<file path="src/design/dpb_pkg.sv">
// ----------------------------------------------------------------------------
// dpb_pkg: shared types and constants for the depth pixel backprojection
// Register indexes, the configuration bundle, field widths and reset values.
// ----------------------------------------------------------------------------
package dpb_pkg;

  localparam int COORD_BITS_DEFAULT = 12;
  localparam int QUEUE_DEPTH        = 4;

  localparam int CFG_INDEX_BITS = 3;
  localparam int CFG_DATA_BITS  = 32;

  localparam int SIZE_BITS      = 12;
  localparam int CENTER_BITS    = 13;
  localparam int INV_FOCAL_BITS = 24;
  localparam int INV_SCALE_BITS = 32;
  localparam int DEPTH_BITS     = 16;
  localparam int COLOR_BITS     = 8;
  localparam int POINT_BITS     = 32;

  typedef enum logic [CFG_INDEX_BITS-1:0] {
    REG_IMAGE_WIDTH     = 3'd0,
    REG_IMAGE_HEIGHT    = 3'd1,
    REG_CENTER_X_HALF   = 3'd2,
    REG_CENTER_Y_HALF   = 3'd3,
    REG_INV_FOCAL_X     = 3'd4,
    REG_INV_FOCAL_Y     = 3'd5,
    REG_INV_DEPTH_SCALE = 3'd6
  } cfg_reg_t;

  typedef struct packed {
    logic [SIZE_BITS-1:0]      image_width;
    logic [SIZE_BITS-1:0]      image_height;
    logic [CENTER_BITS-1:0]    center_x_half;
    logic [CENTER_BITS-1:0]    center_y_half;
    logic [INV_FOCAL_BITS-1:0] inv_focal_x;
    logic [INV_FOCAL_BITS-1:0] inv_focal_y;
    logic [INV_SCALE_BITS-1:0] inv_depth_scale;
  } cfg_t;

  localparam logic [SIZE_BITS-1:0]      RESET_IMAGE_WIDTH     = 12'd640;
  localparam logic [SIZE_BITS-1:0]      RESET_IMAGE_HEIGHT    = 12'd480;
  localparam logic [CENTER_BITS-1:0]    RESET_CENTER_X_HALF   = 13'd651;
  localparam logic [CENTER_BITS-1:0]    RESET_CENTER_Y_HALF   = 13'd507;
  localparam logic [INV_FOCAL_BITS-1:0] RESET_INV_FOCAL_X     = 24'd32389;
  localparam logic [INV_FOCAL_BITS-1:0] RESET_INV_FOCAL_Y     = 24'd32326;
  localparam logic [INV_SCALE_BITS-1:0] RESET_INV_DEPTH_SCALE = 32'd4294967;

endpackage

</file>
<file path="src/design/dpb_front.sv">
// ----------------------------------------------------------------------------
// dpb_front: pixel position tracking and classification
// Counts columns and rows of the raster and forwards only pixels with a depth.
// ----------------------------------------------------------------------------
module dpb_front #(
  parameter int COORD_BITS = dpb_pkg::COORD_BITS_DEFAULT
) (
  input  logic                              clk,
  input  logic                              rst,
  input  dpb_pkg::cfg_t                     cfg,
  input  logic                              in_valid,
  output logic                              in_ready,
  input  logic [dpb_pkg::DEPTH_BITS-1:0]    depth_raw,
  output logic                              q_valid,
  input  logic                              q_ready,
  output logic [COORD_BITS-1:0]             q_column,
  output logic [COORD_BITS-1:0]             q_row
);

  localparam int CMP_BITS = (COORD_BITS > dpb_pkg::SIZE_BITS) ? COORD_BITS
                                                              : dpb_pkg::SIZE_BITS;

  logic [COORD_BITS-1:0] column_count;
  logic [COORD_BITS-1:0] row_count;
  logic [COORD_BITS-1:0] column_inc;
  logic [COORD_BITS-1:0] row_inc;
  logic                  accept;

  // Every beat waits on queue space, so the counters never run ahead of it.
  assign in_ready   = q_ready;
  assign accept     = in_valid && q_ready;
  assign q_valid    = in_valid && (depth_raw != '0);
  assign q_column   = column_count;
  assign q_row      = row_count;
  assign column_inc = column_count + COORD_BITS'(1);
  assign row_inc    = row_count + COORD_BITS'(1);

  always_ff @(posedge clk) begin
    if (rst) begin
      column_count <= '0;
      row_count    <= '0;
    end else if (accept) begin
      if (CMP_BITS'(column_inc) >= CMP_BITS'(cfg.image_width)) begin
        column_count <= '0;
        if (CMP_BITS'(row_inc) >= CMP_BITS'(cfg.image_height)) begin
          row_count <= '0;
        end else begin
          row_count <= row_inc;
        end
      end else begin
        column_count <= column_inc;
      end
    end
  end

endmodule

</file>
<file path="config.mk">
export PLATFORM = sky130hd
export DESIGN_NAME = dpb_front
export DESIGN_NICKNAME = d
export VERILOG_FILES = /design/src/design/dpb_pkg.sv /design/src/design/dpb_front.sv
export SDC_FILE = /design/constraint.sdc
export NUM_CORES = 1
export LEC_CHECK = 0
export BUFFER_PORTS_ARGS = -buffer_cell sky130_fd_sc_hd__buf_4
export CAP_MARGIN = 20
export CORE_ASPECT_RATIO = 1.75
export CORE_MARGIN = 2
export CORE_UTILIZATION = 35
export CTS_CLUSTER_DIAMETER = 120
export DETAILED_ROUTE_END_ITERATION = 12
export PLACE_DENSITY = 0.79
export SETUP_SLACK_MARGIN = 0.3
export SYNTH_ARGS = -nofsm -noshare
export SYNTH_HDL_FRONTEND = slang
export SYNTH_SLANG_ARGS = --single-unit
</file>
<file path="constraint.sdc">
create_clock -name clk -period 3.02 [get_ports clk]
set_clock_uncertainty 0.15 [all_clocks]
set_input_delay 0.302 -clock clk [delete_from_list [all_inputs] [get_ports clk]]
set_output_delay 0.302 -clock clk [all_outputs]
set_load 0.01 [all_outputs]
</file>
==> impl_metrics.env <==
export IMPL_setup_violations=20
export IMPL_cts_tree="built"
export IMPL_cts_max_level=1
export IMPL_drt_iter0_drc=43
export IMPL_route_detailed_drc=0
export IMPL_synthTopCellsByArea="dfxtp_1 24%, ha_1 16%, inv_1 4.9%, a22o_1 4.8%, xnor2_1 4.0%"
export IMPL_synth_largest_area_cell="dfxtp_1"
export IMPL_io_buffer_count=69
export IMPL_setup_ws_ps=-77.5
export IMPL_synth_seq_area_share=0.241
export IMPL_routed_via_count=2260
export IMPL_crit_type="flop to flop"
export IMPL_antenna_found_initial=0
export IMPL_numCtsBuffers=3
export IMPL_die_area_sq_um=6330
export IMPL_drive_gt1_frac=0.544
export IMPL_clk_latency_ps=280
export IMPL_vdd_drop_max_uv=265
export IMPL_io_pins=176
export IMPL_synth_top_area_share=0.241
export IMPL_grt_pass1_wl_mm=10.6
export IMPL_n_antenna_cell=0
export IMPL_rsz0062_at_grt="yes"
export IMPL_critPathCaptureType="flop"
export IMPL_synthSimpleGateAreaFrac=0.239
export IMPL_syn_num_nets=413
export IMPL_finalCritPeriodShare=1.03
export IMPL_r2r_slack_ps=-80
export IMPL_final_seq_area_sq_um=533
export IMPL_min_period_ps=3100
export IMPL_fillers=455
export IMPL_final_cell_mix="110 x buf_4, 26 x inv_1, 21 x ha_1, 14 x nand2_1, 13 x dfxtp_4"
export IMPL_synth_compound_area_frac=0.218
export IMPL_synth_area_mux_share=0
export IMPL_final_common_cell="buf_4"
export IMPL_max_freq_mhz=323
export IMPL_dpl_worst_slack_ps=-277
export IMPL_avgRoutedWirePerCell_microns=15.7
export IMPL_power_uw=761
export IMPL_final_hold_viol_count=0
export IMPL_relSlewSlack=0.571
export IMPL_grt_util_all_layers=0.217
export IMPL_holdPathStages=2
export IMPL_powerDensity_nw_per_um2=223
export IMPL_die_h_microns=104
export IMPL_place_congestion=0.867
export IMPL_ys_ff_latch=24
export IMPL_ant_nets=0
export IMPL_placementRows=36
export IMPL_whs_ps=184
export IMPL_overflow=0
export IMPL_synth_xor_area_frac=0.0704
export IMPL_synth_adder_area_share=0.163
export IMPL_routed_wl_mm=6.71
export IMPL_clockBufferDepth=2
export IMPL_worst_pin_slew_ps=641
export IMPL_synth_edf_count=0
export IMPL_cts_sinks=24
export IMPL_fp_dieW_microns=61.0
export IMPL_avgSynthCellArea_sq_um=8.40
export IMPL_path_clk_slew_ps=100
export IMPL_core_sq_um=5540
export IMPL_synth_cell_types=46
export IMPL_crit_required_ps=3090
export IMPL_multi_input_area_sq_um=1720
export IMPL_layout_nets=528
export IMPL_status="finished with violations"
export IMPL_finalMaxSlewViolations=0
export IMPL_maxCapViolations=0
export IMPL_dr_pass1_iters=4
export IMPL_synth_top_family_by_area="simple AND/OR/NAND/NOR gates"
export IMPL_syn_to_final_growth_pct=71.4
export IMPL_via_per_inst=5.29
export IMPL_synth_cell_area_sq_um=1990
export IMPL_crit_fanout=7
export IMPL_hold_class="input pin to flop"
export IMPL_start_util=0.360
export IMPL_ys_flop_type="dfxtp_1"
export IMPL_violations="setup timing"
export IMPL_grt_pass1_vias=2358
export IMPL_arrival_ps=3160
export IMPL_grt_max_degree=15
export IMPL_netlist_instances=237
export IMPL_r2r_cells=13
export IMPL_p_leak_uw=0.00164
export IMPL_yosys_warnings=0
export IMPL_startpoint_type="flop"
export IMPL_synthArstFlopShare=0
export IMPL_place_hpwl_mm=5.06
export IMPL_cts_root_buf="clkbuf_8"
-- worst max-delay path, stage by stage, from the launching register on --
cell and delay (ps):
dfxtp_4 380, ha_4 140, nand4_1 160, buf_4 200
nor2_2 140, xor2_2 190, ha_1 250, nand2_1 120
nor3_2 60, or3_4 390, a211o_4 330, buf_4 150
o31ai_1 230, o2bb2ai_1 140
-- state kept, by name, indices dropped and copies added, names as in the netlist --
| register | cells |
|---|---|
| q_column | 12 |
| q_row | 12 |
-- synthesized netlist by cell type, types with 2 or more instances --
library cell and instances:
clkbuf_1 2, a21oi_1 6, a2111oi_4 2, nand3_1 14
o2111ai_1 2, nand4_1 7, xnor2_1 9, nor3_1 7
a22o_1 11, ha_1 26, dfxtp_1 24, nand2_1 17
nor2_2 2, buf_4 2, or2_2 2, and3_1 5
nor4_1 5, nor2b_1 4, nor2_1 11, o21ai_0 14
inv_1 26, o2bb2ai_1 2, or3_4 2, xor2_1 7
o211ai_1 2, o21a_1 2, o31ai_1 5
-- power by group --
part | switching, uW | internal (uW)
Combinational | 74.0 | 88.0
Clock | 113 | 178
Sequential | 2.21 | 307
-- through the flow --
stage / instances / area (sq um) / util / setup TNS (ps)
floorplan: 237 / 2160 / - / 0
global placement: 407 / 2970 / 0.536 / -1060
detailed placement: 407 / 2970 / 0.536 / -2220
CTS: 423 / 3280 / 0.592 / -80.2
global route: 427 / 3410 / 0.616 / -3660
finish: 427 / 3410 / 0.616 / -875
-- layout make-up --
cell class,instances,share of cell area
clock buffer,3,0.0121
clock inverter,1,0.00879
inverter,26,0.0286
multi-input combinational,181,0.505
sequential,24,0.156
tap,76,0.0278
timing repair buffer,116,0.262
-- cells by family (layout without fill, tap and decap cells) --
| logic type | Yosys count | after routing |
|---|---|---|
| fa+ha+maj | 26 | 26 |
| compound gates | 54 | 54 |
| simple gates | 85 | 85 |
| buf+inv | 32 | 146 |
| xor+xnor | 16 | 16 |
| flops | 24 | 24 |
-- metal layers --
layer	vias to the layer above	share of wire	GRT usage
li1	1096	-	-
met1	1062	0.34	0.222
met2	80	0.54	0.391
met3	22	0.066	0.0462
met4	0	0.048	0.0994
met5	-	0	0
-- path summary, 6_finish.rpt --
check | from | end
hold / removal | rst | q_column[9]$_SDFFE_PP0P_
setup reg to reg | q_column[0]$_SDFFE_PP0P_ | q_column[5]$_SDFFE_PP0P_
hold reg to reg | q_row[11]$_SDFFE_PP0P_ | q_row[11]$_SDFFE_PP0P_
setup / recovery | q_column[0]$_SDFFE_PP0P_ | q_column[5]$_SDFFE_PP0P_
-- what timing repair did --
| item | 4_1_cts | 5_1_grt |
|---|---|---|
| endpoints found under the hold margin | 0 | 0 |
| endpoints found under the setup margin | 24 | 24 |
| gates cloned | 1 | 0 |
| gates resized for setup | 27 | 21 |
| pin swaps | 14 | 11 |
| hold buffers | 0 | 0 |
| buffers inserted | 11 | 4 |
(Power assumes the default switching activity.)
