===== config.mk =====
export PLATFORM = sky130hd
export DESIGN_NAME = dpb_queue
export DESIGN_NICKNAME = d
export VERILOG_FILES = /design/src/design/dpb_pkg.sv /design/src/design/dpb_queue.sv
export SDC_FILE = /design/constraint.sdc
export NUM_CORES = 1
export LEC_CHECK = 0
export BUFFER_PORTS_ARGS = -buffer_cell sky130_fd_sc_hd__clkbuf_2
export CAP_MARGIN = 15
export CORE_AREA = 4 4 154 171
export CTS_BUF_LIST = sky130_fd_sc_hd__clkbuf_2 sky130_fd_sc_hd__clkbuf_4 sky130_fd_sc_hd__clkbuf_8
export DETAILED_ROUTE_END_ITERATION = 8
export DIE_AREA = 0 0 158 175
export GPL_TIMING_DRIVEN = 0
export SETUP_SLACK_MARGIN = 0.15
export SLEW_MARGIN = 20
export SYNTH_ARGS = -nofsm -noshare
export SYNTH_HDL_FRONTEND = slang
export SYNTH_SLANG_ARGS = --single-unit
export TNS_END_PERCENT = 50

===== constraint.sdc =====
create_clock -name clk -period 2.1 [get_ports clk]
set_input_delay 0.42 -clock clk [delete_from_list [all_inputs] [get_ports clk]]
set_output_delay 0.42 -clock clk [all_outputs]
set_load 0.01 [all_outputs]

===== src/design/dpb_pkg.sv =====
// ----------------------------------------------------------------------------
// dpb_pkg: shared types and constants for the depth pixel backprojection
// Register indexes, the configuration bundle, field widths and reset values.
// ----------------------------------------------------------------------------
package dpb_pkg;

  localparam int COORD_BITS_DEFAULT = 12;
  localparam int QUEUE_DEPTH        = 4;

  localparam int CFG_INDEX_BITS = 3;
  localparam int CFG_DATA_BITS  = 32;

  localparam int SIZE_BITS      = 12;
  localparam int CENTER_BITS    = 13;
  localparam int INV_FOCAL_BITS = 24;
  localparam int INV_SCALE_BITS = 32;
  localparam int DEPTH_BITS     = 16;
  localparam int COLOR_BITS     = 8;
  localparam int POINT_BITS     = 32;

  typedef enum logic [CFG_INDEX_BITS-1:0] {
    REG_IMAGE_WIDTH     = 3'd0,
    REG_IMAGE_HEIGHT    = 3'd1,
    REG_CENTER_X_HALF   = 3'd2,
    REG_CENTER_Y_HALF   = 3'd3,
    REG_INV_FOCAL_X     = 3'd4,
    REG_INV_FOCAL_Y     = 3'd5,
    REG_INV_DEPTH_SCALE = 3'd6
  } cfg_reg_t;

  typedef struct packed {
    logic [SIZE_BITS-1:0]      image_width;
    logic [SIZE_BITS-1:0]      image_height;
    logic [CENTER_BITS-1:0]    center_x_half;
    logic [CENTER_BITS-1:0]    center_y_half;
    logic [INV_FOCAL_BITS-1:0] inv_focal_x;
    logic [INV_FOCAL_BITS-1:0] inv_focal_y;
    logic [INV_SCALE_BITS-1:0] inv_depth_scale;
  } cfg_t;

  localparam logic [SIZE_BITS-1:0]      RESET_IMAGE_WIDTH     = 12'd640;
  localparam logic [SIZE_BITS-1:0]      RESET_IMAGE_HEIGHT    = 12'd480;
  localparam logic [CENTER_BITS-1:0]    RESET_CENTER_X_HALF   = 13'd651;
  localparam logic [CENTER_BITS-1:0]    RESET_CENTER_Y_HALF   = 13'd507;
  localparam logic [INV_FOCAL_BITS-1:0] RESET_INV_FOCAL_X     = 24'd32389;
  localparam logic [INV_FOCAL_BITS-1:0] RESET_INV_FOCAL_Y     = 24'd32326;
  localparam logic [INV_SCALE_BITS-1:0] RESET_INV_DEPTH_SCALE = 32'd4294967;

endpackage


===== src/design/dpb_queue.sv =====
// ----------------------------------------------------------------------------
// dpb_queue: short first-in first-out buffer between front and back
// Holds classified pixels so that either side can stall on its own.
// ----------------------------------------------------------------------------
module dpb_queue #(
  parameter int DATA_BITS = 64,
  parameter int DEPTH     = dpb_pkg::QUEUE_DEPTH
) (
  input  logic                 clk,
  input  logic                 rst,
  input  logic                 push_valid,
  output logic                 push_ready,
  input  logic [DATA_BITS-1:0] push_data,
  output logic                 pop_valid,
  input  logic                 pop_ready,
  output logic [DATA_BITS-1:0] pop_data
);

  localparam int ADDR_BITS  = (DEPTH > 1) ? $clog2(DEPTH) : 1;
  localparam int COUNT_BITS = $clog2(DEPTH + 1);

  logic [DATA_BITS-1:0]  mem [DEPTH];
  logic [ADDR_BITS-1:0]  wr_ptr;
  logic [ADDR_BITS-1:0]  rd_ptr;
  logic [COUNT_BITS-1:0] count;
  logic                  do_push;
  logic                  do_pop;

  assign push_ready = (count != COUNT_BITS'(DEPTH));
  assign pop_valid  = (count != '0);
  assign pop_data   = mem[rd_ptr];
  assign do_push    = push_valid && push_ready;
  assign do_pop     = pop_valid && pop_ready;

  always_ff @(posedge clk) begin
    if (do_push) begin
      mem[wr_ptr] <= push_data;
    end
  end

  always_ff @(posedge clk) begin
    if (rst) begin
      wr_ptr <= '0;
      rd_ptr <= '0;
      count  <= '0;
    end else begin
      if (do_push) begin
        wr_ptr <= (wr_ptr == ADDR_BITS'(DEPTH - 1)) ? '0 : wr_ptr + ADDR_BITS'(1);
      end
      if (do_pop) begin
        rd_ptr <= (rd_ptr == ADDR_BITS'(DEPTH - 1)) ? '0 : rd_ptr + ADDR_BITS'(1);
      end
      if (do_push && !do_pop) begin
        count <= count + COUNT_BITS'(1);
      end else if (do_pop && !do_push) begin
        count <= count - COUNT_BITS'(1);
      end
    end
  end

endmodule


==> flow_summary_export.csv <==
group,metric,value,unit
synth,syn_nets,457,
place,preCtsSetupSlack,-0.138,ns
route,via_per_inst,4.96,
critical_path,worstPathRequired,1.68,ns
synth,synthTopCellsByArea,"edfxtp_1, mux4_2, dfxtp_1",
clock_tree,clock-sinks,265,
job,cap_violations,0,
synth,synth_warnings,0,
clock_tree,clkSlewWorstSetupHoldPaths,0.06,ns
synth,synth_cells,382,
route,drt-pass1-iter-count,4,
die,die-area,27700,um2
route,wl_met2,9200,um
clock_tree,cts-buffers-inserted,43,
critical_path,rrSetupSlack,0.01,ns
die,io_pins,134,
critical_path,crit_type,"register to output port",
run_status,failed_checks,"setup timing",
sta,finalMaxSlewViolations,0,
sta,finalSetupViolCount,64,
power,power_density,1180,nW/um2
critical_path,cpMaxStageDelayCell,"mux4_2",
sta,worstMarginPinSlew,0.553,ns
power,power,14.1,mW
route,wl_per_cell,19.9,um
sta,fin_crit,2.28,ns
synth,synth_top_area_share,0.793,
final_layout,final_area,11900,um2
die,die_w,158,um
route,drc,0,
die,num_rows,60,
place,dpl.cell_count,828,
global_routing,antenna_found_initial,1,
final_layout,multi_input_area,1780,um2
critical_path,max_stage_delay,0.54,ns
critical_path,end_kind,"output port",
critical_path,path_delay_family,"multiplexers",
place,hpwl,11300,um
route,drt_wl_total,18000,um
die,core_area,24400,um2
sta,fin_skew,0.0174,ns
clock_tree,clk_latency,0.52,ns
sta,hold_violations,0,
synth,ys_ff_latch,265,
worst_hold_path,hold_path.class,"input port to register",
clock_tree,clockBufferDepth,3,
die,die_y,175,um
route,drt_iter0_drc,159,
critical_path,cp_num_buf_inv,3,
route,postRouteAntennaNets,0,
place,gp_congestion,0.673,
sta,rsz0062_at_grt,"true",
sta,setup_tns,-8.95,ns
critical_path,cp_max_fo,10,
route,wl_met3,1190,um
synth,synth.cell_area,9700,um2
critical_path,start_kind,"register",
route,drt-met1-wl,7290,um
route,routed.top_layer,"met5",
synth,avgSynthCellArea,25.4,um2
clock_tree,ctsHoldBuffers,0,
power,leakage,4.07,nW
global_routing,grt_pass1_wl,28200,um
place,dpl_cell_area,10900,um2
sta,fin_ws,-0.184,ns
global_routing,grt_overflow,0,
global_routing,grt_pass1_vias,5083,
final_layout,drive_gt1_frac,0.508,
final_layout,final-seq-area,7880,um2
sta,post-route-period-util,1.09,
critical_path,cp.arrival,1.86,ns
place,io_buffers,132,
final_layout,area_delta_synth_final,23.0,%
route,num_vias,4495,
sta,relSlewSlack,0.631,
clock_tree,cts_tree,"done",
die,start_util,0.397,
clock_tree,htreeDepth,2,
synth,synth_cell_type_count,27,
synth,yosys.area.top_type,"edfxtp_1",
run_status,outcome,"finished with violations",
final_layout,num-fill-cells,2004,
global_routing,grt_usage,0.133,
power,vdd_drop_max,0.779,mV
sta,max_freq,438,MHz
clock_tree,cts_root_buffer,"clkbuf_8",
final_layout,layoutNonFillerInstCount,907,
final_layout,nets,641,
final_layout,num_antenna_cells,0,
critical_path,crit_top_cell,"buf_12",
critical_path,crit_chain,"buf_12 -> buf_12 -> mux4_2 -> clkbuf_2",
global_routing,grt_max_degree,35,
synth,seq_area_frac_synth,0.811,
[final cells by class]
class                      count  area share
tap                          310      0.0325
timing repair buffer         139      0.0659
clock inverter                17      0.0130
multi-input combinational     98       0.149
inverter                       3    0.000944
clock buffer                  59      0.0597
buffer                        16      0.0176
sequential                   265       0.661
[Yosys cell counts]
| master | n |
|---|---|
| edfxtp_1 | 256 |
| mux4_2 | 64 |
| dfxtp_1 | 9 |
| buf_2 | 7 |
| buf_4 | 6 |
| ha_1 | 6 |
| and3_2 | 4 |
| inv_1 | 3 |
| mux2i_1 | 3 |
| nor2_1 | 3 |
| a21oi_1 | 2 |
| nand2b_1 | 2 |
| or3_2 | 2 |
| xor2_1 | 2 |
| and2_4 | 1 |
| buf_1 | 1 |
| clkbuf_1 | 1 |
| clkbuf_2 | 1 |
| fa_1 | 1 |
| nand2_1 | 1 |
| nand3_1 | 1 |
| nor3_1 | 1 |
| o21ai_0 | 1 |
| o31ai_1 | 1 |
| o31ai_2 | 1 |
| or3_1 | 1 |
| or3b_1 | 1 |
[registers in the layout, summed over array words and instances (netlist names), named ones only]
register	cells
rd_ptr	2
mem	256
wr_ptr	2
count	3
[final timing paths]
check | startpoint | endpoint | cells after the start
worst min-delay path | push_data[41] | mem[3][41] | 1
worst max register to register | count[0] | count[2] | 9
worst max-delay path | register | pop_data[17] | 4
worst min register to register | rd_ptr[0] | register | 2
[power by group]
group          switching, mW  total, mW  internal, mW
clock network           1.87       4.43          2.56
registers              0.158       6.58          6.43
logic                   1.55       3.10          1.55
total                   3.57       14.1          10.5
[worst register-to-register path: cells and delay by family (launching register included)]
family          cells  cell delay [ns]
xor+xnor            1             0.07
flops               1             0.37
buf+inv             2             0.21
fa+ha+maj           2             0.35
compound gates      1             0.14
simple gates        3             0.87
[metrics by stage]
step	hold slack [ns]	utilization
after floorplan	0.463	-
final	0.118	0.489
after detailed placement	0.500	0.446
after CTS	0.0747	0.488
after global routing	0.0773	0.489
after global placement	0.485	0.442
[cells in the final DEF, fill, tap and decap left out, types with 2 or more instances in the layout]
cell type,Yosys,routed
buf_16,0,3
ha_1,6,5
and3_4,0,4
buf_2,7,3
mux4_2,64,64
buf_4,6,10
nor2_1,3,3
clkbuf_2,1,129
edfxtp_1,256,256
clkinv_2,0,4
xor2_1,2,2
dfxtp_1,9,5
clkinv_1,0,8
nand2b_1,2,2
mux2i_1,3,3
clkbuf_8,0,44
dfxtp_4,0,3
buf_12,0,8
bufinv_16,0,3
or3_4,0,2
clkbuf_4,0,16
clkinvlp_4,0,2
inv_1,3,2
[layer usage]
metal | global-route usage | up-vias
li1 | - | 2008
met1 | 0.164 | 2327
met2 | 0.224 | 127
met3 | 0.0429 | 31
met4 | 0.0398 | 2
met5 | 0 | -
[timing repair]
item                       in CTS  in global routing
resized for setup              33                  7
setup endpoints to repair      68                110
pin swaps                       3                  3
setup buffers                   3                  0
[logic make-up after synthesis]
family	Yosys count	synth area share
muxes	67	0.152
xor gates and xnor gates	2	0.00181
adders and majority gates	7	0.00981
DFF	265	0.811
buffers and inverters	19	0.0107
AOI/OAI and AO/OA	5	0.00361
and+or+nand+nor	17	0.0110
Note: power is estimated with default switching activity, not from simulation.
